$ cat src/aatsc_pkg.sv
`default_nettype none

package aatsc_pkg;

    // field widths of the item channels
    localparam int SAMPLE_W = 14;
    localparam int ABS_W    = 14;
    localparam int COUNT_W  = 32;
    localparam int DIR_W    = 2;

    // configuration port
    localparam int PADDR_W = 4;
    localparam int PDATA_W = 32;

    // divisions per turn for each resolution mode
    localparam int unsigned DIV_TABLE [8] = '{200, 128, 64, 32, 256, 160, 96, 48};

    // register map, one word apart
    typedef enum logic [1:0] {
        REG_REVERSED   = 2'd0,
        REG_PPR_MODE   = 2'd1,
        REG_ABS_BITS   = 2'd2,
        REG_COUNT_BITS = 2'd3
    } reg_index_t;

    // reset values of the registers
    localparam logic       REVERSED_RST   = 1'b0;
    localparam logic [2:0] PPR_MODE_RST   = 3'd0;
    localparam logic [4:0] ABS_BITS_RST   = 5'd14;
    localparam logic [5:0] COUNT_BITS_RST = 6'd32;

    // step direction codes
    localparam logic signed [DIR_W-1:0] DIR_NONE = 2'sb00;
    localparam logic signed [DIR_W-1:0] DIR_UP   = 2'sb01;
    localparam logic signed [DIR_W-1:0] DIR_DOWN = 2'sb11;

    typedef struct packed {
        logic       reversed;
        logic [2:0] ppr_mode;
        logic [4:0] abs_bits;
        logic [5:0] count_bits;
    } cfg_t;

endpackage

`default_nettype wire

$ cat src/aatsc_in_if.sv
`default_nettype none

interface aatsc_in_if;
    logic                           valid;
    logic                           ready;
    logic [aatsc_pkg::SAMPLE_W-1:0] sample_a;
    logic [aatsc_pkg::SAMPLE_W-1:0] sample_b;
    logic [aatsc_pkg::SAMPLE_W-1:0] sample_c;
    logic [aatsc_pkg::SAMPLE_W-1:0] sample_d;

    modport source (
        output valid, sample_a, sample_b, sample_c, sample_d,
        input  ready
    );

    modport sink (
        input  valid, sample_a, sample_b, sample_c, sample_d,
        output ready
    );
endinterface

`default_nettype wire

$ cat src/aatsc_out_if.sv
`default_nettype none

interface aatsc_out_if;
    logic                               valid;
    logic                               ready;
    logic [aatsc_pkg::ABS_W-1:0]        abs_angle;
    logic [aatsc_pkg::COUNT_W-1:0]      turn_count;
    logic signed [aatsc_pkg::DIR_W-1:0] step_dir;

    modport source (
        output valid, abs_angle, turn_count, step_dir,
        input  ready
    );

    modport sink (
        input  valid, abs_angle, turn_count, step_dir,
        output ready
    );
endinterface

`default_nettype wire

$ cat src/aatsc_cfg.sv
`default_nettype none

module aatsc_cfg (
    input  wire logic                          clk,
    input  wire logic                          rst_n,
    input  wire logic                          psel,
    input  wire logic                          penable,
    input  wire logic                          pwrite,
    input  wire logic [aatsc_pkg::PADDR_W-1:0] paddr,
    input  wire logic [aatsc_pkg::PDATA_W-1:0] pwdata,
    output logic      [aatsc_pkg::PDATA_W-1:0] prdata,
    output logic                               pready,
    output aatsc_pkg::cfg_t                    cfg
);

    aatsc_pkg::cfg_t       cfg_reg;
    aatsc_pkg::cfg_t       cfg_next;
    aatsc_pkg::reg_index_t reg_idx;
    logic                  wr_en;

    assign pready  = 1'b1;
    assign wr_en   = psel && penable && pwrite;
    assign reg_idx = aatsc_pkg::reg_index_t'(paddr[3:2]);
    assign cfg     = cfg_reg;

    // register write decode
    always_comb
    begin
        cfg_next = cfg_reg;
        if (wr_en)
        begin
            unique case (reg_idx)
                aatsc_pkg::REG_REVERSED:   cfg_next.reversed   = pwdata[0];
                aatsc_pkg::REG_PPR_MODE:   cfg_next.ppr_mode   = pwdata[2:0];
                aatsc_pkg::REG_ABS_BITS:   cfg_next.abs_bits   = pwdata[4:0];
                aatsc_pkg::REG_COUNT_BITS: cfg_next.count_bits = pwdata[5:0];
                default:                   cfg_next = cfg_reg;
            endcase
        end
    end

    always_ff @(posedge clk or negedge rst_n)
    begin
        if (!rst_n)
        begin
            cfg_reg.reversed   <= aatsc_pkg::REVERSED_RST;
            cfg_reg.ppr_mode   <= aatsc_pkg::PPR_MODE_RST;
            cfg_reg.abs_bits   <= aatsc_pkg::ABS_BITS_RST;
            cfg_reg.count_bits <= aatsc_pkg::COUNT_BITS_RST;
        end
        else
        begin
            cfg_reg <= cfg_next;
        end
    end

    // register read mux
    always_comb
    begin
        unique case (reg_idx)
            aatsc_pkg::REG_REVERSED:   prdata = {31'd0, cfg_reg.reversed};
            aatsc_pkg::REG_PPR_MODE:   prdata = {29'd0, cfg_reg.ppr_mode};
            aatsc_pkg::REG_ABS_BITS:   prdata = {27'd0, cfg_reg.abs_bits};
            aatsc_pkg::REG_COUNT_BITS: prdata = {26'd0, cfg_reg.count_bits};
            default:                   prdata = '0;
        endcase
    end

endmodule

`default_nettype wire

$ cat src/aatsc_average.sv
`default_nettype none

module aatsc_average #(
    parameter int ANGLE_WIDTH  = 14,
    parameter int SAMPLE_COUNT = 4
) (
    input  wire logic                           clk,
    input  wire logic                           load,
    input  wire logic                           reversed,
    input  wire logic [aatsc_pkg::SAMPLE_W-1:0] sample_a,
    input  wire logic [aatsc_pkg::SAMPLE_W-1:0] sample_b,
    input  wire logic [aatsc_pkg::SAMPLE_W-1:0] sample_c,
    input  wire logic [aatsc_pkg::SAMPLE_W-1:0] sample_d,
    output logic      [ANGLE_WIDTH-1:0]         angle
);

    localparam int Aw     = ANGLE_WIDTH;
    localparam int Sw     = aatsc_pkg::SAMPLE_W;
    localparam int DiffW  = Aw + 1;
    localparam int SumW   = Aw + 4;
    localparam int Shift  = SumW + 3;
    localparam int ProdW  = SumW + Shift;
    localparam int Arange = 1 << Aw;
    localparam int Center = Arange / 2;
    // rounded-up reciprocal, exact for every sum magnitude that can occur
    localparam int Recip  = ((1 << Shift) + SAMPLE_COUNT - 1) / SAMPLE_COUNT;

    localparam logic signed [DiffW-1:0] CenterPos = DiffW'(Center);
    localparam logic signed [DiffW-1:0] CenterNeg = DiffW'(-Center);
    localparam logic signed [DiffW-1:0] RangeD    = DiffW'(Arange);

    logic [Sw-1:0]              raw [4];
    logic [Aw-1:0]              smp [SAMPLE_COUNT];
    logic signed [DiffW-1:0]    diff [SAMPLE_COUNT];
    logic signed [SumW-1:0]     sum;
    logic [SumW-1:0]            mag;
    logic [ProdW-1:0]           prod;
    logic [Aw-1:0]              quo_mag;
    logic signed [DiffW-1:0]    quo;
    logic [DiffW-1:0]           angle_sum;
    logic [Aw-1:0]              angle_avg;
    logic [Aw-1:0]              angle_reg;

    assign raw[0] = sample_a;
    assign raw[1] = sample_b;
    assign raw[2] = sample_c;
    assign raw[3] = sample_d;

    // samples trimmed to the angle width, extra samples reuse the fourth
    for (genvar i = 0; i < SAMPLE_COUNT; i++)
    begin : g_smp
        localparam int K = (i < 4) ? i : 3;
        logic [Aw+Sw-1:0] ext;
        logic signed [DiffW-1:0] d;

        assign ext     = {{Aw{1'b0}}, raw[K]};
        assign smp[i]  = ext[Aw-1:0];
        assign d       = $signed({1'b0, smp[i]}) - $signed({1'b0, smp[0]});

        // wrap difference into half a turn either way
        always_comb
        begin
            if (d > CenterPos)
                diff[i] = d - RangeD;
            else if (d < CenterNeg)
                diff[i] = d + RangeD;
            else
                diff[i] = d;
        end
    end

    // sum of wrapped differences
    always_comb
    begin
        sum = '0;
        for (int i = 0; i < SAMPLE_COUNT; i++)
            sum = sum + SumW'(diff[i]);
    end

    // divide by sample count, truncating toward zero
    assign mag      = (sum < 0) ? SumW'(-sum) : SumW'(sum);
    assign prod     = ProdW'(mag) * ProdW'(Recip);
    assign quo_mag  = prod[Shift +: Aw];
    assign quo      = (sum < 0) ? -$signed({1'b0, quo_mag}) : $signed({1'b0, quo_mag});

    // add to the first sample modulo one turn, then optional mirror
    assign angle_sum = {1'b0, smp[0]} + quo;
    assign angle_avg = reversed ? ~angle_sum[Aw-1:0] : angle_sum[Aw-1:0];

    always_ff @(posedge clk)
    begin
        if (load)
            angle_reg <= angle_avg;
    end

    assign angle = angle_reg;

endmodule

`default_nettype wire

$ cat src/aatsc_stepper.sv
`default_nettype none

module aatsc_stepper #(
    parameter int ANGLE_WIDTH = 14
) (
    input  wire logic                               clk,
    input  wire logic                               rst_n,
    input  wire logic                               load,
    input  wire aatsc_pkg::cfg_t                    cfg,
    input  wire logic [ANGLE_WIDTH-1:0]             angle,
    output logic      [aatsc_pkg::ABS_W-1:0]        abs_angle,
    output logic      [aatsc_pkg::COUNT_W-1:0]      turn_count,
    output logic signed [aatsc_pkg::DIR_W-1:0]      step_dir
);

    localparam int Aw     = ANGLE_WIDTH;
    localparam int Ow     = aatsc_pkg::ABS_W;
    localparam int Cw     = aatsc_pkg::COUNT_W;
    localparam int DiffW  = Aw + 1;
    localparam int Arange = 1 << Aw;
    localparam int Center = Arange / 2;

    localparam logic signed [DiffW-1:0] CenterPos = DiffW'(Center);
    localparam logic signed [DiffW-1:0] CenterNeg = DiffW'(-Center);
    localparam logic signed [DiffW-1:0] RangeD    = DiffW'(Arange);

    // step size per resolution mode
    localparam logic [Aw-1:0] StepTable [8] = '{
        Aw'(Arange / aatsc_pkg::DIV_TABLE[0]), Aw'(Arange / aatsc_pkg::DIV_TABLE[1]),
        Aw'(Arange / aatsc_pkg::DIV_TABLE[2]), Aw'(Arange / aatsc_pkg::DIV_TABLE[3]),
        Aw'(Arange / aatsc_pkg::DIV_TABLE[4]), Aw'(Arange / aatsc_pkg::DIV_TABLE[5]),
        Aw'(Arange / aatsc_pkg::DIV_TABLE[6]), Aw'(Arange / aatsc_pkg::DIV_TABLE[7])
    };

    logic [Aw-1:0]            ref_reg;
    logic [Aw-1:0]            ref_next;
    logic [Cw-1:0]            count_reg;
    logic [Cw-1:0]            count_next;
    logic [Ow-1:0]            abs_reg;
    logic [Cw-1:0]            cnt_out_reg;
    logic signed [1:0]        dir_reg;
    logic signed [1:0]        dir_next;

    logic signed [DiffW-1:0]  d_raw;
    logic signed [DiffW-1:0]  delta;
    logic [DiffW-1:0]         delta_mag;
    logic [Aw-1:0]            step;
    logic                     do_step;

    logic [4:0]               shamt;
    logic [Aw-1:0]            abs_shift;
    logic [Aw+Ow-1:0]         abs_ext;
    logic [Cw-1:0]            cnt_mask;

    // wrapped distance from the reference
    assign d_raw = $signed({1'b0, angle}) - $signed({1'b0, ref_reg});

    always_comb
    begin
        if (d_raw > CenterPos)
            delta = d_raw - RangeD;
        else if (d_raw < CenterNeg)
            delta = d_raw + RangeD;
        else
            delta = d_raw;
    end

    assign delta_mag = (delta < 0) ? DiffW'(-delta) : DiffW'(delta);
    assign step      = StepTable[cfg.ppr_mode];
    assign do_step   = (delta_mag >= {1'b0, step});

    // one step toward the angle at most
    always_comb
    begin
        ref_next   = ref_reg;
        count_next = count_reg;
        dir_next   = aatsc_pkg::DIR_NONE;
        if (do_step)
        begin
            if (delta > 0)
            begin
                ref_next   = ref_reg + step;
                count_next = count_reg + 1'b1;
                dir_next   = aatsc_pkg::DIR_UP;
            end
            else
            begin
                ref_next   = ref_reg - step;
                count_next = count_reg - 1'b1;
                dir_next   = aatsc_pkg::DIR_DOWN;
            end
        end
    end

    // absolute angle reduced to the configured width
    always_comb
    begin
        if (cfg.abs_bits >= 5'(Aw))
        begin
            shamt = 5'd0;
        end
        else
        begin
            shamt = 5'(Aw) - cfg.abs_bits;
        end
    end

    assign abs_shift = angle >> shamt;
    assign abs_ext   = {{Ow{1'b0}}, abs_shift};

    // counter mask
    always_comb
    begin
        if (cfg.count_bits >= 6'd32)
            cnt_mask = '1;
        else
            cnt_mask = ~({Cw{1'b1}} << cfg.count_bits[4:0]);
    end

    always_ff @(posedge clk or negedge rst_n)
    begin
        if (!rst_n)
        begin
            ref_reg   <= '0;
            count_reg <= '0;
        end
        else if (load)
        begin
            ref_reg   <= ref_next;
            count_reg <= count_next;
        end
    end

    // result register
    always_ff @(posedge clk)
    begin
        if (load)
        begin
            abs_reg     <= abs_ext[Ow-1:0];
            cnt_out_reg <= count_next & cnt_mask;
            dir_reg     <= dir_next;
        end
    end

    assign abs_angle  = abs_reg;
    assign turn_count = cnt_out_reg;
    assign step_dir   = dir_reg;

endmodule

`default_nettype wire

$ cat src/angle_average_to_step_counter_core.sv
// channel  | dir | handshake     | payload
// in_item  | in  | valid / ready | sample_a, sample_b, sample_c, sample_d
// out_item | out | valid / ready | abs_angle, turn_count, step_dir
// apb      | in  | psel/penable  | paddr, pwdata, prdata, pready (always high)
//
// one item per cycle while out_item is ready; an accepted item passes the
// input register, the averaged angle register and then the result register
// the step counter and reference angle advance in the stepper stage only
// rst_n clears valid flags, configuration, reference angle and counter
// a stall on out_item holds each full stage; an empty stage still takes the item
// behind it, and in_item ready follows from free slots

`default_nettype none

module angle_average_to_step_counter_core #(
    parameter int ANGLE_WIDTH  = 14,
    parameter int SAMPLE_COUNT = 4
) (
    input  wire logic                          clk,
    input  wire logic                          rst_n,
    aatsc_in_if.sink                           in_item,
    aatsc_out_if.source                        out_item,
    input  wire logic                          psel,
    input  wire logic                          penable,
    input  wire logic                          pwrite,
    input  wire logic [aatsc_pkg::PADDR_W-1:0] paddr,
    input  wire logic [aatsc_pkg::PDATA_W-1:0] pwdata,
    output logic      [aatsc_pkg::PDATA_W-1:0] prdata,
    output logic                               pready
);

    localparam int Sw = aatsc_pkg::SAMPLE_W;

    aatsc_pkg::cfg_t        cfg;
    logic                   s1_valid_reg;
    logic                   s2_valid_reg;
    logic                   s3_valid_reg;
    logic                   s1_free;
    logic                   s2_free;
    logic                   s3_free;
    logic [Sw-1:0]          a_reg;
    logic [Sw-1:0]          b_reg;
    logic [Sw-1:0]          c_reg;
    logic [Sw-1:0]          d_reg;
    logic [ANGLE_WIDTH-1:0] angle;

    // configuration registers
    aatsc_cfg u_cfg (
        .clk     (clk),
        .rst_n   (rst_n),
        .psel    (psel),
        .penable (penable),
        .pwrite  (pwrite),
        .paddr   (paddr),
        .pwdata  (pwdata),
        .prdata  (prdata),
        .pready  (pready),
        .cfg     (cfg)
    );

    // stage flow control
    assign s3_free       = !s3_valid_reg || out_item.ready;
    assign s2_free       = !s2_valid_reg || s3_free;
    assign s1_free       = !s1_valid_reg || s2_free;
    assign in_item.ready = s1_free;

    always_ff @(posedge clk or negedge rst_n)
    begin
        if (!rst_n)
        begin
            s1_valid_reg <= 1'b0;
            s2_valid_reg <= 1'b0;
            s3_valid_reg <= 1'b0;
        end
        else
        begin
            if (s1_free)
                s1_valid_reg <= in_item.valid;
            if (s2_free)
                s2_valid_reg <= s1_valid_reg;
            if (s3_free)
                s3_valid_reg <= s2_valid_reg;
        end
    end

    // input register
    always_ff @(posedge clk)
    begin
        if (s1_free && in_item.valid)
        begin
            a_reg <= in_item.sample_a;
            b_reg <= in_item.sample_b;
            c_reg <= in_item.sample_c;
            d_reg <= in_item.sample_d;
        end
    end

    // circular average
    aatsc_average #(
        .ANGLE_WIDTH  (ANGLE_WIDTH),
        .SAMPLE_COUNT (SAMPLE_COUNT)
    ) u_average (
        .clk      (clk),
        .load     (s1_valid_reg && s2_free),
        .reversed (cfg.reversed),
        .sample_a (a_reg),
        .sample_b (b_reg),
        .sample_c (c_reg),
        .sample_d (d_reg),
        .angle    (angle)
    );

    // reference tracking and step counter
    aatsc_stepper #(
        .ANGLE_WIDTH (ANGLE_WIDTH)
    ) u_stepper (
        .clk        (clk),
        .rst_n      (rst_n),
        .load       (s2_valid_reg && s3_free),
        .cfg        (cfg),
        .angle      (angle),
        .abs_angle  (out_item.abs_angle),
        .turn_count (out_item.turn_count),
        .step_dir   (out_item.step_dir)
    );

    assign out_item.valid = s3_valid_reg;

endmodule

`default_nettype wire

$ cat src/flat_wrapper.sv
// flat-port wrapper written by rule: the top's interface ports become plain ports
module angle_average_to_step_counter_core_flat 
#(
    parameter int ANGLE_WIDTH  = 14,
    parameter int SAMPLE_COUNT = 4
)
  (clk, rst_n, psel, penable, pwrite, paddr, pwdata, prdata, pready, in_item_valid, in_item_sample_a, in_item_sample_b, in_item_sample_c, in_item_sample_d, in_item_ready, out_item_valid, out_item_abs_angle, out_item_turn_count, out_item_step_dir, out_item_ready);
  aatsc_in_if in_item_i ();
  aatsc_out_if out_item_i ();
  input  wire logic clk;
  input  wire logic rst_n;
  input  wire logic psel;
  input  wire logic penable;
  input  wire logic pwrite;
  input  wire logic [aatsc_pkg::PADDR_W-1:0] paddr;
  input  wire logic [aatsc_pkg::PDATA_W-1:0] pwdata;
  output logic      [aatsc_pkg::PDATA_W-1:0] prdata;
  output logic pready;
  input wire logic [$bits(in_item_i.valid)-1:0] in_item_valid;
  input wire logic [$bits(in_item_i.sample_a)-1:0] in_item_sample_a;
  input wire logic [$bits(in_item_i.sample_b)-1:0] in_item_sample_b;
  input wire logic [$bits(in_item_i.sample_c)-1:0] in_item_sample_c;
  input wire logic [$bits(in_item_i.sample_d)-1:0] in_item_sample_d;
  output wire logic [$bits(in_item_i.ready)-1:0] in_item_ready;
  output wire logic [$bits(out_item_i.valid)-1:0] out_item_valid;
  output wire logic [$bits(out_item_i.abs_angle)-1:0] out_item_abs_angle;
  output wire logic [$bits(out_item_i.turn_count)-1:0] out_item_turn_count;
  output wire logic [$bits(out_item_i.step_dir)-1:0] out_item_step_dir;
  input wire logic [$bits(out_item_i.ready)-1:0] out_item_ready;
  assign in_item_i.valid = in_item_valid;
  assign in_item_i.sample_a = in_item_sample_a;
  assign in_item_i.sample_b = in_item_sample_b;
  assign in_item_i.sample_c = in_item_sample_c;
  assign in_item_i.sample_d = in_item_sample_d;
  assign in_item_ready = in_item_i.ready;
  assign out_item_valid = out_item_i.valid;
  assign out_item_abs_angle = out_item_i.abs_angle;
  assign out_item_turn_count = out_item_i.turn_count;
  assign out_item_step_dir = out_item_i.step_dir;
  assign out_item_i.ready = out_item_ready;
  angle_average_to_step_counter_core #(.ANGLE_WIDTH(ANGLE_WIDTH), .SAMPLE_COUNT(SAMPLE_COUNT)) u_core (.clk(clk), .rst_n(rst_n), .in_item(in_item_i), .out_item(out_item_i), .psel(psel), .penable(penable), .pwrite(pwrite), .paddr(paddr), .pwdata(pwdata), .prdata(prdata), .pready(pready));
endmodule
$ cat config.mk
export PLATFORM = sky130hd
export DESIGN_NAME = angle_average_to_step_counter_core_flat
export DESIGN_NICKNAME = d
export VERILOG_FILES = /design/src/aatsc_pkg.sv /design/src/aatsc_in_if.sv /design/src/aatsc_out_if.sv /design/src/aatsc_cfg.sv /design/src/aatsc_average.sv /design/src/aatsc_stepper.sv /design/src/angle_average_to_step_counter_core.sv /design/src/flat_wrapper.sv
export SDC_FILE = /design/constraint.sdc
export NUM_CORES = 1
export LEC_CHECK = 0
export BUFFER_PORTS_ARGS = -buffer_cell sky130_fd_sc_hd__buf_2
export CAP_MARGIN = 20
export CORE_ASPECT_RATIO = 2
export CORE_MARGIN = 2
export CORE_UTILIZATION = 35
export DETAILED_ROUTE_END_ITERATION = 10
export PLACE_DENSITY = 0.65
export SLEW_MARGIN = 30
export SYNTH_ARGS = -nofsm -noshare
export SYNTH_HDL_FRONTEND = slang
export SYNTH_HIERARCHICAL = 1
export SYNTH_SLANG_ARGS = --single-unit
$ cat constraint.sdc
create_clock -name clk -period 8.1 [get_ports clk]
set_input_delay 0.81 -clock clk [delete_from_list [all_inputs] [get_ports clk]]
set_output_delay 0.81 -clock clk [all_outputs]
set_load 0.03 [all_outputs]
==> metrics.log <==
INFO  metric detail_route.wl_per_cell = 17.2 um
INFO  metric library_cell_with_the_highest_instance_count_after_synthesis = sky130_fd_sc_hd__nand2_1
INFO  metric post-place-ws = -0.491 ns
INFO  metric finalHoldViolations = 0
INFO  metric clk_pin_slew_worst_paths = around 0.080 ns
INFO  metric cp_endpoint_kind = register
INFO  metric grt_util_all_layers = 0.185
INFO  metric synth-warning-count = 6
INFO  metric synth.mux.area_fraction = 0.0407
INFO  metric antenna-diode-count = 0
INFO  metric slack_of_the_worst_reg_to_reg_path = approximately 0.17 ns
INFO  metric gr-usage-met2 = 0.382
INFO  metric wl = 44,300 um
INFO  metric io-pin-count = 182
INFO  metric final_max_slew_viol_count = 0
INFO  metric finalSetupTns = 0 ns
INFO  metric max_cap_violations = 0
INFO  metric synthArstFlopShare = 0.352
INFO  metric synth-adder-area-share = 0.149
INFO  metric number_of_different_library_cells_in_the_post_synthesis_netlist = roughly 100
INFO  metric synth_top_family_by_area = simple AND/OR/NAND/NOR gates
INFO  metric cts_tree = built
INFO  metric final_nets = roughly 2.3k
INFO  metric cts-root-buf = sky130_fd_sc_hd__clkbuf_16
INFO  metric fraction_of_the_yosys_area_taken_by_sequential_cells = 0.317
INFO  metric most_frequent_cell_on_critical_path = sky130_fd_sc_hd__a21o_1
INFO  metric final.setup_skew = ~0.017 ns
INFO  metric worst-endpoint-arrival = between 8 and 9 ns
INFO  metric global_route.overflow_total = 0
INFO  metric synth_area_leaders = sky130_fd_sc_hd__edfxtp_1 (22%), sky130_fd_sc_hd__ha_1 (12%), sky130_fd_sc_hd__dfrtp_1 (9.2%), sky130_fd_sc_hd__xnor2_1 (5.1%), sky130_fd_sc_hd__nand2_1 (3.8%)
INFO  metric grt_max_degree = 65
INFO  metric antenna_found_initial = 0
INFO  metric floorplan.rows = approximately 110
INFO  metric max_slew.worst_pin.slew = slightly below 0.9 ns
INFO  metric grt_pass1_wl = around 70,000 um
INFO  metric syn_area_per_cell = between 8 and 9 um2
INFO  metric start_to_end_type_of_the_worst_setup_path = reg2reg
INFO  metric post_synth_instance_area = between 15,000 and 20,000 um2
INFO  metric postLayoutSetupSlackWorst = roughly 0.17 ns
INFO  metric use_met1 = 0.152
INFO  metric synth_compound_area_frac = 0.170
INFO  metric cp.required = a little over 8 ns
INFO  metric drc_errors = 0
INFO  metric rsz_0062_raised_after_global_routing = yes
INFO  metric dp_hpwl = roughly 35,000 um
INFO  metric syn-instance-count = about 1.8k
INFO  metric min_path_type = in2async
INFO  metric ant_nets = 0
INFO  metric ys_ff_latch = 182
INFO  metric synth_top_cell_by_area = sky130_fd_sc_hd__edfxtp_1
INFO  metric synthToLayoutAreaGrowth = 16.4%
INFO  metric die-area = 48,300 um2
INFO  metric clock_tree.buffer_depth = 2
INFO  metric die_h = around 310 um
INFO  metric post_synth_and_or_nand_nor_area_fraction = 0.181
INFO  metric first_iter_violations = around 490
INFO  metric fin_crit_sh = 0.979
INFO  metric vias = 14.0k
INFO  metric finalWorstPathRequiredPeriod = roughly 7.9 ns
INFO  metric busiest_grt_layer = met2
INFO  metric drive_above_1_share = 0.196
INFO  metric worst_path_max_delay_cell = sky130_fd_sc_hd__or4_4
INFO  metric max_slew_margin = 0.413
INFO  metric timing.fmax = 126 MHz
INFO  metric critPathMaxStageDelay = roughly 0.53 ns
INFO  metric ranking_of_synthesized_cells_by_instance_count = sky130_fd_sc_hd__nand2_1 (166), sky130_fd_sc_hd__ha_1 (160), sky130_fd_sc_hd__nor2_1 (148)
INFO  metric die_x = between 150 and 200 um
INFO  metric clk_latency = 0.46 ns
INFO  metric vias_in_the_first_global_route = around 14k
INFO  metric drtPass1Iterations = 6
INFO  metric start_kind = register
INFO  metric cts_htree_levels = 4
INFO  metric ys.flop_type = sky130_fd_sc_hd__edfxtp_1
INFO  metric port_buffers = roughly 130
INFO  metric cp_max_fo = 3
INFO  metric cts_inserted_buffers = 17
INFO  metric floorplan.initialDensity = 0.355
INFO  metric synthXorXnorAreaFrac = 0.0825
INFO  metric clock_tree_sinks = 182
INFO  metric floorplan.core_area = 45,800 um2
INFO  metric post-route-util = 0.413
INFO  metric grt_util_met3 = 0.0226
INFO  metric synth_enable_flop_cells = roughly 120
INFO  metric synth_largest_type_area_fraction = 0.218
INFO  metric finalWeightedCongestion = 0.975
INFO  metric vias_per_cell = ~5.4
INFO  metric layout.filler_cells = about 4.6k
INFO  metric final_setup_fails = 0
INFO  metric outcome = finished, final reports clean
-- path summary, 6_finish.rpt --
path,cells after the start,start,to
hold / removal,2,rst_n,u_core/u_stepper/count_reg[27]$_DFFE_PN0P_
min in group clk,1,u_core/u_stepper/ref_reg[13]$_DFFE_PN0P_,u_core/u_stepper/ref_reg[13]$_DFFE_PN0P_
setup / recovery,31,u_core/a_reg[0]$_DFFE_PP_,u_core/u_average/angle[11]$_DFFE_PP_
hold reg to reg,1,u_core/u_stepper/ref_reg[13]$_DFFE_PN0P_,u_core/u_stepper/ref_reg[13]$_DFFE_PN0P_
max in group asynchronous,2,rst_n,u_core/u_stepper/count_reg[6]$_DFFE_PN0P_
setup reg to reg,31,u_core/a_reg[0]$_DFFE_PP_,u_core/u_average/angle[11]$_DFFE_PP_
-- area by class of cell --
| type | instances | area, um2 | area share |
|---|---|---|---|
| clock buffer | 18 | 450 | 0.0238 |
| inverter | 128 | 480 | 0.0254 |
| clock inverter | 14 | 128 | 0.00675 |
| multi-input combinational | 1428 | 10500 | 0.553 |
| sequential | 182 | 5150 | 0.272 |
| timing repair buffer | 245 | 1530 | 0.0808 |
| tap | 565 | 707 | 0.0374 |
-- cells by family (layout without fill, tap and decap cells) --
group	count (synthesis)	after routing
compound gates	415	415
simple gates	590	590
mux	62	62
xor+xnor	153	153
fa+ha+maj	181	181
flops	182	182
buf+inv	225	405
other cells	2	27
-- metal layers --
| layer | share of wire | routed length, um |
|---|---|---|
| met1 | 0.31 | 14000 |
| met2 | 0.58 | 25500 |
| met3 | 0.031 | 1380 |
| met4 | 0.079 | 3490 |
| met5 | 0 | 0 |
-- repair_timing --
action / 4_1_cts / 5_1_grt
pin swaps: 7 / 19
endpoints found under the setup margin: 4 / 6
setup buffers: 3 / 2
gates resized for setup: 17 / 26
hold buffers: 0 / 0
-- worst max-delay path: cells and delay by family (launching register included) --
family | cells | cell delay [ns]
AOI/OAI and AO/OA | 9 | 1.82
xor gates and xnor gates | 2 | 0.24
adders and majority gates | 7 | 2.07
buffers and inverters | 4 | 0.45
DFF | 1 | 0.44
muxes | 1 | 0.28
and+or+nand+nor | 8 | 2.35
-- per-stage QoR --
step | cell area (um2) | cells | hold WS, ns
finish | 18900 | 2580 | 0.474
CTS | 18800 | 2578 | 0.486
floorplan | 16300 | 1835 | 0.445
global placement | 18100 | 2543 | 0.468
detailed placement | 18100 | 2543 | 0.462
global route | 18900 | 2580 | 0.499
-- layout by cell type (no fill, tap or decap), drive strengths merged, types with 8 or more instances in the layout --
master,netlist,final
a211oi,11,11
a21o,38,38
a21oi,118,118
a31oi,27,27
and2,17,17
and3,17,17
and4,8,8
buf,43,245
clkbuf,54,18
conb,2,27
dfrtp,60,60
edfxtp,118,118
fa,21,21
ha,160,160
inv,128,138
mux2,20,20
mux2i,41,41
nand2,167,167
nand2b,22,22
nand3,43,43
nand4,21,21
nor2,149,149
nor2b,29,29
nor3,49,49
nor4,16,16
o211ai,8,8
o21a,15,15
o21ai,83,83
o21bai,11,11
o22ai,10,10
o31ai,21,21
o41ai,9,9
or2,13,13
or3,14,14
or4,8,8
xnor2,95,95
xor2,58,58
Power is left out: the tool's default activity adds up to more than one toggle a clock period on the data nets, which glitch-free logic cannot reach.
